--- src/stp_pkg.sv ---
// Shared types, constants and the half-step table for the stepper sequencer.
// No dependencies; used by every module of the block.
package stp_pkg;

	localparam int COUNT_BITS_DEF = 16;
	localparam int STEP_W = 16;
	localparam int COIL_W = 4;

	localparam logic ACT_TICK = 1'b0;
	localparam logic ACT_START = 1'b1;

	typedef logic [COIL_W-1:0] coil_t;
	typedef logic signed [1:0] dir_t;

	typedef struct packed {
		coil_t coil_pattern;
		logic drive_enabled;
		logic pattern_written;
		logic running;
		logic move_done;
	} res_t;

	function automatic coil_t half_step(input logic [2:0] phase);
		coil_t pat;
		case (phase)
			3'd0: pat = 4'd1;
			3'd1: pat = 4'd3;
			3'd2: pat = 4'd2;
			3'd3: pat = 4'd6;
			3'd4: pat = 4'd4;
			3'd5: pat = 4'd12;
			3'd6: pat = 4'd8;
			3'd7: pat = 4'd9;
			default: pat = 4'd0;
		endcase
		return pat;
	endfunction

endpackage

--- src/stepper_half_step_round_trip.sv ---
// Half-step stepper sequencer with a return pass. A request is either a tick or a start
// with a signed step count. The block takes one request per clock cycle while results
// are taken, and answers every request with exactly one result. A request is held in the
// input register, is worked on by the sequencer logic and moves into the result register
// when that register is free or its result is being taken; the result is then offered.
// Throughput is one request per cycle when the output does not stall, limited only by the
// single sequencer state update per cycle; the result register lets the next request in
// while a result waits to be taken. COUNT_BITS sets the step counter width.
// Depends on stp_pkg and stp_core.
module stepper_half_step_round_trip #(
	parameter int COUNT_BITS = stp_pkg::COUNT_BITS_DEF
) (
	input  logic                              clk,
	input  logic                              arst_n,
	input  logic                              req_valid,
	output logic                              req_ready,
	input  logic                              action,
	input  logic signed [stp_pkg::STEP_W-1:0] step_count,
	output logic                              res_valid,
	input  logic                              res_ready,
	output stp_pkg::coil_t                    coil_pattern,
	output logic                              drive_enabled,
	output logic                              pattern_written,
	output logic                              running,
	output logic                              move_done
);

	logic                              valid_s1;
	logic                              action_s1;
	logic signed [stp_pkg::STEP_W-1:0] count_s1;
	logic                              res_valid_q;
	stp_pkg::res_t                     res_q;
	stp_pkg::res_t                     res_d;
	logic                              adv;

	assign adv = valid_s1 && (!res_valid_q || res_ready);
	assign req_ready = !valid_s1 || adv;

	always_ff @(posedge clk or negedge arst_n) begin
		if (!arst_n) begin
			valid_s1 <= 1'b0;
		end else if (req_ready) begin
			valid_s1 <= req_valid;
		end
	end

	always_ff @(posedge clk) begin
		if (req_ready && req_valid) begin
			action_s1 <= action;
			count_s1 <= step_count;
		end
	end

	stp_core #(
		.COUNT_BITS(COUNT_BITS)
	) u_core (
		.clk(clk),
		.arst_n(arst_n),
		.fire(adv),
		.action(action_s1),
		.step_count(count_s1),
		.res(res_d)
	);

	always_ff @(posedge clk or negedge arst_n) begin
		if (!arst_n) begin
			res_valid_q <= 1'b0;
		end else if (adv) begin
			res_valid_q <= 1'b1;
		end else if (res_ready) begin
			res_valid_q <= 1'b0;
		end
	end

	always_ff @(posedge clk) begin
		if (adv) begin
			res_q <= res_d;
		end
	end

	assign res_valid = res_valid_q;
	assign coil_pattern = res_q.coil_pattern;
	assign drive_enabled = res_q.drive_enabled;
	assign pattern_written = res_q.pattern_written;
	assign running = res_q.running;
	assign move_done = res_q.move_done;

endmodule

--- src/stp_core.sv ---
// Sequencer state and its combinational update for one request.
// Depends on stp_pkg.
module stp_core #(
	parameter int COUNT_BITS = stp_pkg::COUNT_BITS_DEF
) (
	input  logic                        clk,
	input  logic                        arst_n,
	input  logic                        fire,
	input  logic                        action,
	input  logic signed [stp_pkg::STEP_W-1:0] step_count,
	output stp_pkg::res_t               res
);

	localparam int WB = (COUNT_BITS > stp_pkg::STEP_W) ? COUNT_BITS : stp_pkg::STEP_W;
	localparam logic [WB-1:0] LIM = WB'((64'd1 << COUNT_BITS) - 64'd2);

	logic                  busy_q, returning_q, drivers_q;
	logic [2:0]            phase_q;
	logic [COUNT_BITS-1:0] step_q, target_q;
	stp_pkg::dir_t         dir_q;
	stp_pkg::coil_t        coil_q;

	logic                  busy_d, returning_d, drivers_d;
	logic [2:0]            phase_d;
	logic [COUNT_BITS-1:0] step_d, target_d;
	stp_pkg::dir_t         dir_d;
	stp_pkg::coil_t        coil_d;
	logic                  written, done;

	logic [stp_pkg::STEP_W-1:0] mag16;
	logic [WB-1:0]              mag_w, mag_sat;

	always_comb begin
		// magnitude of the signed count; the most negative value gives 2^15
		mag16 = step_count[stp_pkg::STEP_W-1] ? stp_pkg::STEP_W'(-step_count)
			: stp_pkg::STEP_W'(step_count);
		mag_w = WB'(mag16);
		mag_sat = (mag_w > LIM) ? LIM : mag_w;
	end

	always_comb begin
		busy_d = busy_q;
		returning_d = returning_q;
		drivers_d = drivers_q;
		phase_d = phase_q;
		step_d = step_q;
		target_d = target_q;
		dir_d = dir_q;
		coil_d = coil_q;
		written = 1'b0;
		done = 1'b0;
		if (action == stp_pkg::ACT_START) begin
			if (!busy_q) begin
				if (step_count[stp_pkg::STEP_W-1])
					dir_d = -2'sd1;
				else if (step_count != '0)
					dir_d = 2'sd1;
				else
					dir_d = 2'sd0;
				busy_d = 1'b1;
				returning_d = 1'b0;
				step_d = '0;
				target_d = mag_sat[COUNT_BITS-1:0];
				drivers_d = 1'b1;
			end
		end else if (busy_q) begin
			if (step_q <= target_q) begin
				coil_d = stp_pkg::half_step(phase_q);
				written = 1'b1;
				// direction sign-extended to 3 bits: -1 steps back modulo 8
				phase_d = phase_q + {dir_q[1], dir_q};
				step_d = step_q + COUNT_BITS'(1);
			end else if (!returning_q) begin
				step_d = '0;
				phase_d = '0;
				dir_d = 2'(-dir_q);
				returning_d = 1'b1;
			end else begin
				busy_d = 1'b0;
				returning_d = 1'b0;
				phase_d = '0;
				step_d = '0;
				target_d = '0;
				dir_d = '0;
				coil_d = '0;
				drivers_d = 1'b0;
				written = 1'b1;
				done = 1'b1;
			end
		end
	end

	always_ff @(posedge clk or negedge arst_n) begin
		if (!arst_n) begin
			busy_q <= 1'b0;
			returning_q <= 1'b0;
			drivers_q <= 1'b0;
			phase_q <= '0;
			step_q <= '0;
			target_q <= '0;
			dir_q <= '0;
			coil_q <= '0;
		end else if (fire) begin
			busy_q <= busy_d;
			returning_q <= returning_d;
			drivers_q <= drivers_d;
			phase_q <= phase_d;
			step_q <= step_d;
			target_q <= target_d;
			dir_q <= dir_d;
			coil_q <= coil_d;
		end
	end

	always_comb begin
		res.coil_pattern = coil_d;
		res.drive_enabled = drivers_d;
		res.pattern_written = written;
		res.running = busy_d;
		res.move_done = done;
	end

endmodule

--- config.mk ---
export PLATFORM = sky130hd
export DESIGN_NAME = stepper_half_step_round_trip
export DESIGN_NICKNAME = d
export VERILOG_FILES = /design/src/stp_pkg.sv /design/src/stepper_half_step_round_trip.sv /design/src/stp_core.sv
export SDC_FILE = /design/constraint.sdc
export NUM_CORES = 1
export LEC_CHECK = 0
export BUFFER_PORTS_ARGS = -buffer_cell sky130_fd_sc_hd__buf_4
export CAP_MARGIN = 25
export CORE_UTILIZATION = 54
export DETAILED_ROUTE_END_ITERATION = 16
export MAX_ROUTING_LAYER = met4
export PLACE_DENSITY = 0.76
export SKIP_LAST_GASP = 1
export SYNTH_ARGS = -nofsm -noshare
export SYNTH_HDL_FRONTEND = slang
export SYNTH_SLANG_ARGS = --single-unit
--- constraint.sdc ---
create_clock -name clk -period 2.4 [get_ports clk]
set_clock_uncertainty 0.2 [all_clocks]
set_input_delay 0.36 -clock clk [delete_from_list [all_inputs] [get_ports clk]]
set_output_delay 0.36 -clock clk [all_outputs]
set_load 0.02 [all_outputs]
==> metrics.log <==
INFO  metric status = complete, but fails checks
INFO  metric violated_checks = design-rule violations, negative setup slack
INFO  metric clock_sink_count = roughly 70
INFO  metric timing.final.ws_setup = -0.202 ns
INFO  metric layoutNonFillerInstCount = 518
INFO  metric pre_cts_ws = -0.117 ns
INFO  metric fill_cells = around 350
INFO  metric peakVddDrop = 525 uV
INFO  metric synth.cells.most_frequent = sky130_fd_sc_hd__dfrtp_1 (46), sky130_fd_sc_hd__nor2_1 (29), sky130_fd_sc_hd__nand2_1 (28)
INFO  metric synthDominantAreaCellType = sky130_fd_sc_hd__dfrtp_1
INFO  metric chipWidth = about 84 um
INFO  metric multi_input_comb_area = ~2000 sq um
INFO  metric cp_slowest_stage_delay = about 0.44 ns
INFO  metric grt_pass1_wl = 14.0 mm
INFO  metric finalHoldViolations = 0
INFO  metric crit_path_top_delay_cell = sky130_fd_sc_hd__dfrtp_1
INFO  metric maxSlewHeadroom = 55.7%
INFO  metric cellInternalPower = between 2000 and 3000 uW
INFO  metric holdPathStages = 3
INFO  metric drt_drc_violations_left = 3
INFO  metric clk_latency = 0.35 ns
INFO  metric clock_tree.buffer_depth = 2
INFO  metric root_buffer = sky130_fd_sc_hd__clkbuf_8
INFO  metric synthDistinctLibCells = 51
INFO  metric dominantRegCellSynth = sky130_fd_sc_hd__dfrtp_1
INFO  metric postLayoutCellArea = ~5100 sq um
INFO  metric core-area = 6420 sq um
INFO  metric share_of_power_burned_in_the_clock_network = roughly 22%
INFO  metric synth_most_common_cell = sky130_fd_sc_hd__dfrtp_1
INFO  metric fmaxAchievable = ~380 MHz
INFO  metric netlist_area_before_placement = 3650 sq um
INFO  metric numCtsBuffers = 9
INFO  metric drt-vias-per-instance = 5.74
INFO  metric layout.area.seq = approximately 1900 sq um
INFO  metric postLayoutCoreUtil = around four fifths
INFO  metric r2r.worst_path.cells = 9
INFO  metric crit_family = simple AND/OR/NAND/NOR gates
INFO  metric synthTopCellsByArea = sky130_fd_sc_hd__dfrtp_1 (32%), sky130_fd_sc_hd__edfxtp_1 (21%), sky130_fd_sc_hd__ha_1 (7.2%)
INFO  metric critical_path_cell_count = 9
INFO  metric timing.critical_path.cells = ha_4 > nand4_1 > nor4_4 > nand4_1 > o31a_1 > buf_12 > o21ai_4 > buf_12 > o2bb2ai_2
INFO  metric yosysWarningCount = 0
INFO  metric routed_wirelength = 9.15 mm
INFO  metric die_height = roughly 84 um
INFO  metric synthesis.area_per_instance = between 10 and 15 sq um
INFO  metric fin_crit = 2.60 ns
INFO  metric area_growth = 40.0%
INFO  metric number_of_synthesized_flops_with_an_enable_pin = 25
INFO  metric globalRouteTotalUtil = 26.6%
INFO  metric netlist.area_leader.share = 31.6%
INFO  metric min-delay-path-class = input pin to flop
INFO  metric wl_per_cell = 17.7 um
INFO  metric worst-setup-path-type = flop to flop
INFO  metric grt_antenna_before_repair = 0
INFO  metric clk_transition_reported_paths = roughly 0.080 ns
INFO  metric p_sw = roughly 1500 uW
INFO  metric gpl.final_weighted_congestion = a little over 0.8
INFO  metric finalCritPeriodShare = 108%
INFO  metric portBuffers = 30
INFO  metric first_global_vias = between 2,000 and 3,000
INFO  metric cap_violations = 0
INFO  metric p_per_area = 848 nW/um^2
INFO  metric worstSetupEndpointType = flop
INFO  metric tightest_pin_transition = between 0.6 and 0.7 ns
INFO  metric layout-drive-gt1-share = 34.2%
INFO  metric dr_pass1_iterations = 10
INFO  metric cellLeakagePower = between 0.002 and 0.0025 uW
INFO  metric power_frac_seq = about two fifths
INFO  metric timing.final.max_slew_violations = 0
INFO  metric p_total = ~4300 uW
INFO  metric number_of_nets_still_failing_antenna_checks_after_routing = 0
INFO  metric syn-instance-count = about 340
INFO  metric via_total_after_detailed_routing = roughly 3,000
INFO  metric timing.critical_path.arrival = 2.67 ns
INFO  metric cts_htree_levels = 3
INFO  metric grt_max_degree = 47
INFO  metric placedInstanceArea = between 4000 and 5000 sq um
INFO  metric detailedRoute.firstIterationViolations = 155
INFO  metric synth_fp_nets = between 300 and 400
INFO  metric swShare = 34.7%
INFO  metric finalNetCount = between 400 and 500
INFO  metric setup_viol = 50
INFO  metric grt.overflow.total = 0
INFO  metric power_frac_comb = a little over a third
INFO  metric grt_setup_unrepaired = true
INFO  metric start_util = a little under three fifths
INFO  metric diodes = 0
INFO  metric placed_cells_incl_taps = around 470
INFO  metric seq_total_area_yosys = ~52%
INFO  metric startpoint_kind_of_the_worst_setup_timing_path = flop
INFO  metric top_level_ports = 31
INFO  metric rows = 29
INFO  metric dpl.hpwl = between 5 and 6 mm
INFO  metric die_area = between 7000 and 8000 sq um
INFO  metric cts_tree = done
INFO  metric worst-path-buf-inv = 2
INFO  metric ys_seq_elements = 71
INFO  metric cp_max_fo = 8
INFO  metric synth_async_sr_flop_share = around two thirds
INFO  metric worstPathRequired = roughly 2.5 ns
==> metrics by stage <==
step                      hold slack (ns)  TNS [ns]
after floorplan                    -0.136         0
after global placement              0.205    -0.205
after detailed placement            0.202     -2.26
after CTS                           0.115    -0.621
after global routing                0.133     -9.71
final                               0.113     -7.44
==> what timing repair did <==
action                     4_1_cts  5_1_grt
gates resized for setup         23       46
pin swaps                        4       23
hold buffers                    19        0
gates cloned                     1        0
buffers inserted                 8        2
setup endpoints to repair       45       52
hold endpoints to repair        64        0
==> placed cells by master (no fill, tap or decap), types with 3 or more instances in the layout <==
cell type	Yosys	routed
sky130_fd_sc_hd__buf_4	2	71
sky130_fd_sc_hd__dfrtp_1	46	46
sky130_fd_sc_hd__nand2_1	28	27
sky130_fd_sc_hd__edfxtp_1	25	25
sky130_fd_sc_hd__inv_1	26	23
sky130_fd_sc_hd__dlygate4sd3_1	0	19
sky130_fd_sc_hd__nor2_1	29	17
sky130_fd_sc_hd__xor2_1	16	16
sky130_fd_sc_hd__ha_1	21	15
sky130_fd_sc_hd__o2bb2ai_2	0	13
sky130_fd_sc_hd__a21oi_1	11	10
sky130_fd_sc_hd__xnor2_1	10	10
sky130_fd_sc_hd__o21ai_0	15	9
sky130_fd_sc_hd__nand4_1	9	9
sky130_fd_sc_hd__clkbuf_8	0	9
sky130_fd_sc_hd__a22o_1	8	8
sky130_fd_sc_hd__nor2_2	0	7
sky130_fd_sc_hd__nor3_1	6	6
sky130_fd_sc_hd__ha_4	0	6
sky130_fd_sc_hd__nand3_1	6	5
sky130_fd_sc_hd__nor2_4	0	5
sky130_fd_sc_hd__buf_6	0	5
sky130_fd_sc_hd__and3_1	5	4
sky130_fd_sc_hd__inv_2	0	3
sky130_fd_sc_hd__a21o_1	3	3
sky130_fd_sc_hd__o21ai_1	0	3
sky130_fd_sc_hd__o21ai_2	1	3
sky130_fd_sc_hd__or3_1	3	3
sky130_fd_sc_hd__o31ai_1	3	3
sky130_fd_sc_hd__mux2i_1	3	3
sky130_fd_sc_hd__buf_12	0	3
==> logic make-up after synthesis <==
family                     Yosys count  synth area share, %
buffers and inverters               36                 3.98
and+or+nand+nor                    100                 13.6
muxes                                3                0.824
DFF                                 71                 52.2
xor gates and xnor gates            26                 6.25
adders and majority gates           22                 7.76
AOI/OAI and AO/OA                   77                 15.4
==> metal layers <==
| layer | share of wire, % | global-route usage (%) | vias to the layer above |
|---|---|---|---|
| li1 | - | - | 1418 |
| met5 | 0 | - | - |
| met4 | 2.8 | 9.09 | 0 |
| met2 | 49 | 43.6 | 97 |
| met1 | 44 | 33.9 | 1436 |
| met3 | 4.4 | 4.23 | 21 |
==> layout make-up <==
class | count | area share (%)
Multi-Input combinational cell | 228 | 38.1
Sequential cell | 71 | 37.2
Timing Repair Buffer | 99 | 16.9
Clock buffer | 9 | 2.43
Inverter | 27 | 1.98
Tap cell | 77 | 1.89
Clock inverter | 7 | 1.42
==> final timing paths <==
check,end,start,slack [ns]
setup / recovery,u_core.target_q[4],u_core.step_q[15],-0.20
hold / removal,valid_s1,res_ready,0.11
setup reg to reg,u_core.target_q[4],u_core.step_q[15],-0.20
hold reg to reg,u_core.coil_q[3],u_core.coil_q[3],0.31
max in group asynchronous,u_core.step_q[4],arst_n,1.24
min in group asynchronous,u_core.coil_q[2],arst_n,0.35
==> worst reg2reg max path, cell delays in order (launching register included) <==
cell and delay, ns:
sky130_fd_sc_hd__dfrtp_1 0.44, sky130_fd_sc_hd__ha_4 0.30, sky130_fd_sc_hd__nand4_1 0.20, sky130_fd_sc_hd__nor4_4 0.37, sky130_fd_sc_hd__nand4_1 0.19, sky130_fd_sc_hd__o31a_1 0.17, sky130_fd_sc_hd__buf_12 0.16, sky130_fd_sc_hd__o21ai_4 0.20
sky130_fd_sc_hd__buf_12 0.17, sky130_fd_sc_hd__o2bb2ai_2 0.14
==> state kept, by name, summed over array words and instances, names as in the netlist <==
register	cells
u_core.coil_q	4
move_done	1
coil_pattern	4
running	1
u_core.phase_q	3
count_s1	16
u_core.busy_q	1
u_core.target_q	16
valid_s1	1
u_core.returning_q	1
res_valid	1
u_core.dir_q	2
action_s1	1
drive_enabled	1
u_core.step_q	16
pattern_written	1
u_core.drivers_q	1
==> power groups by stage <==
stage | Clock, uW | Combinational (uW) | Sequential (uW)
2_1_floorplan | 0 | 725 | 1750
3_3_place_gp | 0 | 1120 | 1750
3_5_place_dp | 0 | 1170 | 1770
4_1_cts | 972 | 1310 | 1750
5_1_grt | 1030 | 1710 | 1820
6_report | 971 | 1570 | 1780
(Power assumes the default switching activity.)
